## src/rtl/vpp_pkg.sv

```systemverilog
package vpp_pkg;

  localparam int FRAC_BITS = 16;
  // width of the projected values before the divide
  localparam int VW = 64 - FRAC_BITS;
  localparam int QB = 32;
  localparam int NW = 64;
  localparam int DW = VW;
  localparam int TW = 47;
  localparam int IDXW = 8;
  localparam int SIZEW = 13;
  localparam int LANES = 3;
  localparam int LANE_X = 0;
  localparam int LANE_Y = 1;
  localparam int LANE_Z = 2;

  localparam int FRONT_STAGES = 3;
  localparam int BACK_STAGES = 2;
  localparam int PIPE_CAP = FRONT_STAGES + QB + BACK_STAGES + 2;

  localparam logic [IDXW-1:0] REG_X_SCALE  = IDXW'(0);
  localparam logic [IDXW-1:0] REG_Y_SCALE  = IDXW'(1);
  localparam logic [IDXW-1:0] REG_Z_SCALE  = IDXW'(2);
  localparam logic [IDXW-1:0] REG_Z_OFFSET = IDXW'(3);
  localparam logic [IDXW-1:0] REG_W_FROM_Z = IDXW'(4);
  localparam logic [IDXW-1:0] REG_W_OFFSET = IDXW'(5);
  localparam logic [IDXW-1:0] REG_WIDTH    = IDXW'(6);
  localparam logic [IDXW-1:0] REG_HEIGHT   = IDXW'(7);

  typedef struct packed {
    logic signed [31:0] x_scale;
    logic signed [31:0] y_scale;
    logic signed [31:0] z_scale;
    logic signed [31:0] z_offset;
    logic signed [31:0] w_from_z;
    logic signed [31:0] w_offset;
    logic [SIZEW-1:0]   width;
    logic [SIZEW-1:0]   height;
  } cfg_t;

  typedef struct packed {
    logic [DW-1:0] rem;
    logic [QB-1:0] lo;
    logic [QB-1:0] q;
  } div_lane_t;

  typedef struct packed {
    div_lane_t [LANES-1:0]         lane;
    logic [DW-1:0]                 divisor;
    logic [LANES-1:0]              ovf;
    logic [LANES-1:0]              neg;
    logic [LANES-1:0][VW-1:0]      v;
    logic                          wzero;
    logic [23:0]                   color;
  } div_stage_t;

  typedef struct packed {
    logic [31:0] sx;
    logic [31:0] sy;
    logic [31:0] sz;
    logic [23:0] color;
    logic        wzero;
  } result_t;

  function automatic logic [31:0] clamp_v(input logic signed [VW-1:0] v);
    if (v > $signed({{(VW-31){1'b0}}, {31{1'b1}}})) return 32'h7fffffff;
    else if (v < $signed({{(VW-31){1'b1}}, {31{1'b0}}})) return 32'h80000000;
    else return v[31:0];
  endfunction

  function automatic logic [31:0] clamp_t(input logic signed [TW-1:0] v);
    if (v > $signed({{(TW-31){1'b0}}, {31{1'b1}}})) return 32'h7fffffff;
    else if (v < $signed({{(TW-31){1'b1}}, {31{1'b0}}})) return 32'h80000000;
    else return v[31:0];
  endfunction

endpackage

```

## src/rtl/vpp_back.sv

```systemverilog
module vpp_back (
  input  logic                clk_i,
  input  logic                rst_ni,
  input  logic                en_i,
  input  logic                valid_i,
  input  vpp_pkg::div_stage_t stage_i,
  input  vpp_pkg::cfg_t       cfg_i,
  output logic                valid_o,
  output vpp_pkg::result_t    result_o
);
  import vpp_pkg::*;

  logic [BACK_STAGES-1:0] v_q;
  logic [LANES-1:0][31:0] c_q;
  logic [23:0] color1_q, color2_q;
  logic wz1_q, wz2_q;
  logic signed [TW-1:0] tx_q, ty_q;
  logic [31:0] cz_q;

  logic [LANES-1:0][31:0] c_d;
  logic signed [32:0] ax, ay;

  // sign, saturation and bypass when w is zero
  always_comb begin
    logic [QB-1:0] mag;
    for (int i = 0; i < LANES; i++) begin
      mag = stage_i.lane[i].q;
      if (stage_i.wzero) begin
        c_d[i] = clamp_v(stage_i.v[i]);
      end else if (!stage_i.neg[i]) begin
        c_d[i] = (stage_i.ovf[i] || mag[QB-1]) ? 32'h7fffffff : mag;
      end else begin
        c_d[i] = (stage_i.ovf[i] || mag > 32'h80000000) ? 32'h80000000 : 32'(-mag);
      end
    end
  end

  always_comb begin
    ax = $signed({c_q[LANE_X][31], c_q[LANE_X]}) + 33'(2 ** FRAC_BITS);
    ay = $signed({c_q[LANE_Y][31], c_q[LANE_Y]}) + 33'(2 ** FRAC_BITS);
  end

  always_ff @(posedge clk_i or negedge rst_ni) begin
    if (!rst_ni) begin
      v_q <= '0;
    end else if (en_i) begin
      v_q <= {v_q[BACK_STAGES-2:0], valid_i};
    end
  end

  always_ff @(posedge clk_i) begin
    if (en_i) begin
      c_q <= c_d;
      color1_q <= stage_i.color;
      wz1_q <= stage_i.wzero;
      tx_q <= ax * $signed({1'b0, cfg_i.width});
      ty_q <= ay * $signed({1'b0, cfg_i.height});
      cz_q <= c_q[LANE_Z];
      color2_q <= color1_q;
      wz2_q <= wz1_q;
    end
  end

  assign valid_o = v_q[BACK_STAGES-1];
  assign result_o.sx = clamp_t(tx_q >>> 1);
  assign result_o.sy = clamp_t(ty_q >>> 1);
  assign result_o.sz = cz_q;
  assign result_o.color = color2_q;
  assign result_o.wzero = wz2_q;

endmodule

```

## config.mk

```make
export PLATFORM = sky130hd
export DESIGN_NAME = vpp_back
export DESIGN_NICKNAME = d
export VERILOG_FILES = /design/src/rtl/vpp_pkg.sv /design/src/rtl/vpp_back.sv
export SDC_FILE = /design/constraint.sdc
export NUM_CORES = 2
export LEC_CHECK = 0
export ABC_AREA = 1
export BUFFER_PORTS_ARGS = -buffer_cell sky130_fd_sc_hd__buf_2
export CELL_PAD_IN_SITES_DETAIL_PLACEMENT = 1
export CELL_PAD_IN_SITES_GLOBAL_PLACEMENT = 2
export CORE_ASPECT_RATIO = 1.4
export CORE_UTILIZATION = 30
export DETAILED_ROUTE_END_ITERATION = 7
export HOLD_SLACK_MARGIN = 0.15
export PLACE_DENSITY_LB_ADDON = 0.2
export SLEW_MARGIN = 30
export SYNTH_ARGS = -nofsm -noshare
export SYNTH_HDL_FRONTEND = slang
export SYNTH_SLANG_ARGS = --single-unit
```

## constraint.sdc

```tcl
create_clock -name clk_i -period 8.03 [get_ports clk_i]
set_input_delay 1.2045 -clock clk_i [delete_from_list [all_inputs] [get_ports clk_i]]
set_output_delay 1.2045 -clock clk_i [all_outputs]
set_load 0.01 [all_outputs]
```

==> flow_summary.toml <==
[status]
outcome = "finished clean"

[synth]
synth_area_leaders = "fa_1, edfxtp_1, nand2_1, inv_1, ha_1"
syn_area_um2 = 47400
syn_inst = 6283
seq_area_frac_synth = 0.172
synth_ff_type = "edfxtp_1"
synth_commonest_cells = "nand2_1, inv_1, fa_1, nor2_1, a21oi_1"
yosysTopAreaCellShare = 0.328
ys_async_sr_fraction = 0.00735
yosysWarningCount = 0
avgSynthCellArea_um2 = 7.55
synth_edf_count = 270
yosysTopAreaCell = "fa_1"
netlist-cell-type-count = 45
syn-num-nets = 8063
ys_ff_latch = 272
synth_most_common_cell = "nand2_1"

[critical_path]
path_class = "register to register"
crit_path_end_kind = "register"
critPathSlowestCell = "fa_1"
worstSetupStartpointType = "register"
max_stage_delay_ns = 0.55
arrival_ns = 7.71
cp_max_fo = 8
required_ns = 8.38

[grt]
grt_pass1_wl_um = 284000
grt.total_usage = 0.240
antenna_found_initial = 49
first_global_vias = 45914
grt.overflow.total = 0
grt_max_degree = 141

[final_layout]
layout.nets = 8452
drive_above_1_share = 0.0976
fillers = 19426
area_growth_pct = 12.9

[timing]
fmax_mhz = 136
skew_ns = 0.0414
hold_ws_ns = 0.373
maxSlewHeadroom = 0.292
final.period_utilization = 0.917
period_minus_slack_ns = 7.36
slew_violations = 0
finalSetupViolations = 0
rsz0062_at_grt = "no"
tns_ns = 0
tightest_slew_ns = 1.06
hold_violations = 0

[die]
ioPinCount = 903
dieArea_um2 = 160000
die_width_um = 338
die_height_um = 472
initial_core_util = 0.302
core_um2 = 157000
row_count = 172

[drt]
wl_met3_um = 9810
drt_first_pass_iters = 4
final_antenna_net_count = 0
dr_wl_met2_um = 94100
drt_iter0_drc = 1584
m1WireLength_um = 75600
wl_per_cell_um = 21.4
topRoutingLayerUsed = "met5"
vias = 41451
drt_wl_total_um = 188000
drc = 0
routed_via_density = 4.71

[clock_network]
root_buffer = "clkbuf_16"
clkSlewWorstSetupHoldPaths_ns = 0.06
clkSinkCount = 272
clockBufferDepth = 3
clock_latency_ns = 0.63
htreeDepth = 2
post_cts_resized = 0
cts_buffers = 36
post_cts.repair.setup_buffers = 0
tritoncts = "built"
hold_buffers = 0

[placement]
dpl.hpwl_um = 162000
place_congestion = 0.914
port_buffers = 422

[flow_run]
max_cap_violations = 0

[worst_hold_path]
hp-class = "primary input to async pin"
-- layout by cell type, fill, tap and decap left out, types with 3 or more instances in the layout --
master     instances
nand2_2           12
ha_1             221
buf_2            421
fa_1             778
nor4_1             8
nor2_1           606
inv_1           1488
diode_2           18
nand3b_1           5
o21ai_1            3
inv_2              7
clkbuf_16         36
edfxtp_1         270
clkinv_2           5
o21ai_0           58
and2_1             9
and3_1             3
clkbuf_1           5
nor3_1            36
nand4_2            3
a21oi_1          346
o31ai_4            3
nor2_4             7
a21o_1             4
or2_2              5
buf_4            116
xnor2_1           53
nor2_2            11
nand2_1         1703
nand4_1           69
o21bai_1          19
xor2_1            56
clkinv_1           8
buf_12             3
bufinv_16          3
a31o_2             5
nand3_1          288
-- flip-flops by register name, indices dropped and copies added (netlist names) --
register  cells
color2_q     24
c_q          96
v_q           2
cz_q         32
ty_q         46
color1_q     24
tx_q         46
wz1_q         1
wz2_q         1
-- final timing paths --
path	slack, ns	to	depth (start not counted)	startpoint
worst max register to register	0.67	ty_q[41]	26	c_q[49]
min in group clk_i	0.40	cz_q[27]	0	c_q[91]
worst max-delay path	0.67	ty_q[41]	26	c_q[49]
worst min-delay path	0.37	v_q[0]	1	rst_ni
worst min register to register	0.40	cz_q[27]	0	c_q[91]
max in group asynchronous	7.56	v_q[1]	1	rst_ni
-- logic make-up (layout without fill, tap and decap cells) --
logic type      after synthesis  count (layout)  share of synthesized area
simple gates               2771            2771                      0.237
buf+inv                    1689            2100                      0.135
fa+ha+maj                   999             999                      0.387
compound gates              441             441                     0.0488
flops                       272             272                      0.172
xor+xnor                    111             111                     0.0210
other cells                   0              18                          0
-- through the flow --
stage                     cell area [um2]  setup slack [ns]  cells   util
after floorplan                     47400              1.13   6283      -
after global placement              52400             0.462   8722  0.334
after detailed placement            52400             0.409   8722  0.334
after CTS                           53500             0.564   8782  0.341
after global routing                53500             0.112   8793  0.341
final                               53500             0.670   8800  0.341
-- cell type report --
type,count,area (um2),area share
diodes,18,45.0,0.000841
clock buffers,41,920,0.0172
clock inverters,19,210,0.00393
inverters,1499,5630,0.105
multi-input cells,4322,32900,0.615
flip-flops and latches,272,8160,0.152
well taps,2088,2610,0.0488
repair buffers,541,3050,0.0570
-- layer usage --
| metal | vias to the layer above | global-route usage |
|---|---|---|
| met3 | 299 | 0.0387 |
| met5 | - | 0 |
| li1 | 19492 | - |
| met4 | 38 | 0.0993 |
| met1 | 20716 | 0.283 |
| met2 | 906 | 0.428 |
-- worst max-delay path, delay by kind of cell (launching register included) --
| kind | cells | cell delay (ns) |
|---|---|---|
| and+or+nand+nor | 12 | 2.16 |
| buffers and inverters | 5 | 0.64 |
| DFF | 1 | 0.37 |
| adders and majority gates | 8 | 3.70 |
| AOI/OAI and AO/OA | 1 | 0.21 |
Power is not shown: default switching activity piles up to over one toggle a cycle in this logic, so the estimate is an artifact.
