`src/rtl/vpp_pkg.sv`:
```
package vpp_pkg;

  localparam int FRAC_BITS = 16;
  // width of the projected values before the divide
  localparam int VW = 64 - FRAC_BITS;
  localparam int QB = 32;
  localparam int NW = 64;
  localparam int DW = VW;
  localparam int TW = 47;
  localparam int IDXW = 8;
  localparam int SIZEW = 13;
  localparam int LANES = 3;
  localparam int LANE_X = 0;
  localparam int LANE_Y = 1;
  localparam int LANE_Z = 2;

  localparam int FRONT_STAGES = 3;
  localparam int BACK_STAGES = 2;
  localparam int PIPE_CAP = FRONT_STAGES + QB + BACK_STAGES + 2;

  localparam logic [IDXW-1:0] REG_X_SCALE  = IDXW'(0);
  localparam logic [IDXW-1:0] REG_Y_SCALE  = IDXW'(1);
  localparam logic [IDXW-1:0] REG_Z_SCALE  = IDXW'(2);
  localparam logic [IDXW-1:0] REG_Z_OFFSET = IDXW'(3);
  localparam logic [IDXW-1:0] REG_W_FROM_Z = IDXW'(4);
  localparam logic [IDXW-1:0] REG_W_OFFSET = IDXW'(5);
  localparam logic [IDXW-1:0] REG_WIDTH    = IDXW'(6);
  localparam logic [IDXW-1:0] REG_HEIGHT   = IDXW'(7);

  typedef struct packed {
    logic signed [31:0] x_scale;
    logic signed [31:0] y_scale;
    logic signed [31:0] z_scale;
    logic signed [31:0] z_offset;
    logic signed [31:0] w_from_z;
    logic signed [31:0] w_offset;
    logic [SIZEW-1:0]   width;
    logic [SIZEW-1:0]   height;
  } cfg_t;

  typedef struct packed {
    logic [DW-1:0] rem;
    logic [QB-1:0] lo;
    logic [QB-1:0] q;
  } div_lane_t;

  typedef struct packed {
    div_lane_t [LANES-1:0]         lane;
    logic [DW-1:0]                 divisor;
    logic [LANES-1:0]              ovf;
    logic [LANES-1:0]              neg;
    logic [LANES-1:0][VW-1:0]      v;
    logic                          wzero;
    logic [23:0]                   color;
  } div_stage_t;

  typedef struct packed {
    logic [31:0] sx;
    logic [31:0] sy;
    logic [31:0] sz;
    logic [23:0] color;
    logic        wzero;
  } result_t;

  function automatic logic [31:0] clamp_v(input logic signed [VW-1:0] v);
    if (v > $signed({{(VW-31){1'b0}}, {31{1'b1}}})) return 32'h7fffffff;
    else if (v < $signed({{(VW-31){1'b1}}, {31{1'b0}}})) return 32'h80000000;
    else return v[31:0];
  endfunction

  function automatic logic [31:0] clamp_t(input logic signed [TW-1:0] v);
    if (v > $signed({{(TW-31){1'b0}}, {31{1'b1}}})) return 32'h7fffffff;
    else if (v < $signed({{(TW-31){1'b1}}, {31{1'b0}}})) return 32'h80000000;
    else return v[31:0];
  endfunction

endpackage

```
`src/rtl/vpp_div_cell.sv`:
```
module vpp_div_cell (
  input  logic                clk_i,
  input  logic                rst_ni,
  input  logic                en_i,
  input  logic                valid_i,
  input  vpp_pkg::div_stage_t stage_i,
  output logic                valid_o,
  output vpp_pkg::div_stage_t stage_o
);
  import vpp_pkg::*;

  logic       valid_q;
  div_stage_t stage_q, stage_d;

  // one restoring step per lane: one quotient bit
  always_comb begin
    logic [DW:0] trial;
    logic        ge;
    stage_d = stage_i;
    for (int i = 0; i < LANES; i++) begin
      trial = {stage_i.lane[i].rem, stage_i.lane[i].lo[QB-1]};
      ge = trial >= {1'b0, stage_i.divisor};
      stage_d.lane[i].rem = ge ? DW'(trial - {1'b0, stage_i.divisor}) : trial[DW-1:0];
      stage_d.lane[i].lo = {stage_i.lane[i].lo[QB-2:0], 1'b0};
      stage_d.lane[i].q = {stage_i.lane[i].q[QB-2:0], ge};
    end
  end

  always_ff @(posedge clk_i or negedge rst_ni) begin
    if (!rst_ni) begin
      valid_q <= 1'b0;
    end else if (en_i) begin
      valid_q <= valid_i;
    end
  end

  always_ff @(posedge clk_i) begin
    if (en_i) begin
      stage_q <= stage_d;
    end
  end

  assign valid_o = valid_q;
  assign stage_o = stage_q;

endmodule

```
`config.mk`:
```
export PLATFORM = sky130hd
export DESIGN_NAME = vpp_div_cell
export DESIGN_NICKNAME = d
export VERILOG_FILES = /design/src/rtl/vpp_pkg.sv /design/src/rtl/vpp_div_cell.sv
export SDC_FILE = /design/constraint.sdc
export NUM_CORES = 1
export LEC_CHECK = 0
export BUFFER_PORTS_ARGS = -buffer_cell sky130_fd_sc_hd__buf_2
export CORE_AREA = 10 10 423 425
export CTS_CLUSTER_SIZE = 40
export DETAILED_ROUTE_END_ITERATION = 12
export DIE_AREA = 0 0 433 435
export GPL_TIMING_DRIVEN = 0
export PLACE_DENSITY = 0.32
export SLEW_MARGIN = 5
export SYNTH_ARGS = -nofsm -noshare
export SYNTH_HDL_FRONTEND = slang
export SYNTH_SLANG_ARGS = --single-unit
```
`constraint.sdc`:
```
create_clock -name clk_i -period 1 [get_ports clk_i]
set_clock_uncertainty 0.15 [all_clocks]
set_input_delay 0.05 -clock clk_i [delete_from_list [all_inputs] [get_ports clk_i]]
set_output_delay 0.05 -clock clk_i [all_outputs]
set_load 0.02 [all_outputs]
```
==> results.sh <==
export IMPL_drt_pass1_iter_count=5
export IMPL_reg2reg_depth=1
export IMPL_p_per_area_nw_per_um2=1570
export IMPL_yosysWarnings=0
export IMPL_slew_violations=0
export IMPL_synth_xor_area_frac=0.0399
export IMPL_worstSetupStartpoint="stage_i[182]"
export IMPL_worst_pin_slew_ns=0.680
export IMPL_clock_sinks=557
export IMPL_drv_cap=0
export IMPL_nets=5044
export IMPL_boundaryPins=1123
export IMPL_path_max_fanout=5
export IMPL_crit_chain="buf_6, clkinvlp_4, buf_12, ha_4, buf_4, a21oi_1, o21ai_2, a221oi_2, a21boi_2, o31a_1, buf_12, o41a_4, a31oi_4, o21ai_2, xor2_1, mux2_4"
export IMPL_synthSimpleGateAreaFrac=0.0883
export IMPL_grtUsageTotal=0.186
export IMPL_start_kind="primary input"
export IMPL_syn_inst=2132
export IMPL_cts_buffers=75
export IMPL_hold_path_class="in2reg"
export IMPL_synthMuxAreaShare=0.0103
export IMPL_rsz0062_at_grt="true"
export IMPL_critPathMaxStageDelay_ns=0.42
export IMPL_ys_seq_elements=557
export IMPL_start_util=0.158
export IMPL_synth_top_family_by_area="compound AO/OA/AOI/OAI gates"
export IMPL_final_util=0.301
export IMPL_wl_per_cell_um=27.6
export IMPL_drt_total_wl_um=184000
export IMPL_die_h_um=435
export IMPL_r2r_setup_slack_ns=0.10
export IMPL_worst_ep_required_time_ns=1.27
export IMPL_syn_avg_cell_area_um2=12.7
export IMPL_synth_distinct_cells=92
export IMPL_fin_total_pwr_mw=80.5
export IMPL_dp_hpwl_um=147000
export IMPL_setup_viol=1222
export IMPL_clk_latency_ns=0.67
export IMPL_cts_buffer_depth=3
export IMPL_slew_headroom=0.542
export IMPL_async_flop_share=0.00180
export IMPL_rows=152
export IMPL_crit_cells=16
export IMPL_portBuffers=1116
export IMPL_syn_area_um2=27000
export IMPL_peakVddDrop_uv=1000
export IMPL_r2r_start="valid_o"
export IMPL_crit_buf_inv=5
export IMPL_reg2reg_to="valid_o"
export IMPL_yosysSeqAreaShare=0.619
export IMPL_viasPerCell=4.08
export IMPL_cts_root_buf="clkbuf_16"
export IMPL_grt_pass1_wl_um=243000
export IMPL_place_ws_ns=-3.65
export IMPL_grt_max_degree=94
export IMPL_synth_compound_area_frac=0.143
export IMPL_grt_overflow=0
export IMPL_synthAdderAreaFrac=0.0690
export IMPL_hold_ws_ns=-0.609
export IMPL_max_freq_mhz=363
export IMPL_synth_edff_count=556
export IMPL_layout_drive_gt1_share=0.426
export IMPL_hold_violations=162
export IMPL_coreArea_um2=171000
export IMPL_area_growth_pct=90.5
export IMPL_htree_num_levels=3
export IMPL_die_area_um2=188000
export IMPL_synth_main_ff_cell="edfxtp_1"
export IMPL_drtIter0Drc=1424
export IMPL_period_share=2.75
export IMPL_crit_family="compound AO/OA/AOI/OAI gates"
export IMPL_antenna_found_initial=106
export IMPL_cp_arrival_ns=3.02
export IMPL_clk_pin_slew_ns=0.06
export IMPL_worstSetupEndpoint="stage_o[557]"
export IMPL_slowest_stage="o41a_4"
export IMPL_path_class="in2reg"
export IMPL_drc=0
export IMPL_dieWidth_um=433
export IMPL_gp_congestion=0.892
export IMPL_cp_end_kind="flop"
export IMPL_vias=27200
export IMPL_min_period_ns=2.75
export IMPL_status="finished, violations left"
export IMPL_ant_nets=0
export IMPL_setup_ws_ns=-1.75
export IMPL_violations="hold timing, setup timing"
export IMPL_cts_tree="done"
export IMPL_p_leak_nw=20.9
export IMPL_grt_pass1_vias=27900
## cells by family (layout without fill, tap and decap cells)
group                      Yosys count  in the layout
AOI/OAI and AO/OA                  596            596
xor gates and xnor gates           123            123
adders and majority gates          147            147
buffers and inverters              175           2438
DFF                                557            557
muxes                               21             21
other                                1             42
and+or+nand+nor                    512            512
## worst min-delay path by stage
stage / depth (start not counted) / startpoint / to
global route: 1 / stage_i[194] / stage_o[194]
finish: 1 / stage_i[194] / stage_o[194]
floorplan: 0 / rst_ni / valid_o
global placement: 1 / rst_ni / valid_o
detailed placement: 1 / rst_ni / valid_o
CTS: 1 / stage_i[194] / stage_o[194]
## power by group
part           internal (mW)  leakage [nW]  switching [mW]
clock                   15.6          1.16            11.9
sequential              28.5          5.45           0.693
combinational           9.99          14.3            13.9
total                   54.1          20.9            26.4
## sequential cells by signal, indices dropped and copies added (netlist names)
signal / flops
stage_o: 556
valid_o: 1
## per-stage QoR
| step | TNS (ns) | cell area [µm²] | std cells |
|---|---|---|---|
| 4_1_cts | -619.32 | 50000 | 6556 |
| 3_3_place_gp | -6200.86 | 36100 | 5483 |
| 3_5_place_dp | -891.91 | 36300 | 5489 |
| 6_report | -585.98 | 51400 | 6669 |
| 5_1_grt | -660.36 | 51400 | 6654 |
| 2_1_floorplan | -236.40 | 27700 | 2134 |
## cells in the final DEF (no fill, tap or decap), drive strengths merged, types with 7 or more instances in the layout
| master | n |
|---|---|
| nor3 | 23 |
| diode | 39 |
| edfxtp | 556 |
| ha | 144 |
| and3 | 14 |
| a21o | 71 |
| o21a | 14 |
| nand4 | 47 |
| a31oi | 16 |
| clkbuf | 125 |
| clkinv | 26 |
| nand3 | 29 |
| o211ai | 11 |
| a21oi | 191 |
| o31ai | 12 |
| xor2 | 51 |
| dlygate4sd3 | 855 |
| nor2 | 125 |
| xnor2 | 72 |
| and2 | 7 |
| or3 | 7 |
| nor2b | 18 |
| inv | 65 |
| o21bai | 29 |
| clkinvlp | 39 |
| o21ai | 174 |
| a211oi | 9 |
| nand2b | 22 |
| a21boi | 13 |
| mux2 | 18 |
| nand2 | 194 |
| buf | 1321 |
## per-layer routing
metal | track usage | part of all wire | vias to the layer above
met2 | 0.357 | 0.54 | 919
met1 | 0.187 | 0.35 | 13400
li1 | - | - | 12500
met4 | 0.0916 | 0.055 | 30
met5 | 0 | 0.00094 | -
met3 | 0.0398 | 0.054 | 331
## cell type report
type | instances | area [µm²]
well taps | 2233 | 2790
inverters | 94 | 505
clock inverters | 41 | 427
flip-flops and latches | 557 | 16700
multi-input cells | 1402 | 11800
plain buffers | 61 | 719
repair buffers | 2143 | 16400
diodes | 39 | 97.6
fillers | 17800 | 119000
clock buffers | 99 | 2000
## cell usage after synthesis, types with 7 or more instances
master,instances,share of area
a31oi_1,14,0.0032
o211ai_1,10,0.0028
buf_2,20,0.0037
mux2_4,12,0.0067
nand2_1,193,0.027
edfxtp_1,556,0.62
a21oi_2,18,0.0058
nor3_1,22,0.0041
o31ai_1,9,0.0025
a211oi_1,8,0.0022
or3_1,7,0.0016
xnor2_1,72,0.023
o21a_1,13,0.0036
a21oi_1,173,0.032
clkbuf_1,40,0.0056
nand2b_1,22,0.0051
a21o_1,70,0.019
buf_6,14,0.0058
o21bai_1,29,0.0081
o21ai_1,52,0.0096
inv_1,94,0.013
nor2_1,125,0.017
nand4_1,47,0.011
nand3_1,28,0.0052
xor2_1,51,0.017
and3_1,14,0.0032
a21boi_0,8,0.0022
nor2b_1,18,0.0042
ha_1,144,0.067
o21ai_0,119,0.022
## what timing repair did
| action | 4_1_cts | 5_1_grt |
|---|---|---|
| gates resized for setup | 399 | 149 |
| gates cloned | 14 | 3 |
| pin swaps | 93 | 48 |
| hold buffers | 805 | 50 |
| setup endpoints to repair | 1052 | 1085 |
| setup buffers | 121 | 33 |
| endpoints found under the hold margin | 757 | 184 |
(Power assumes the default switching activity.)
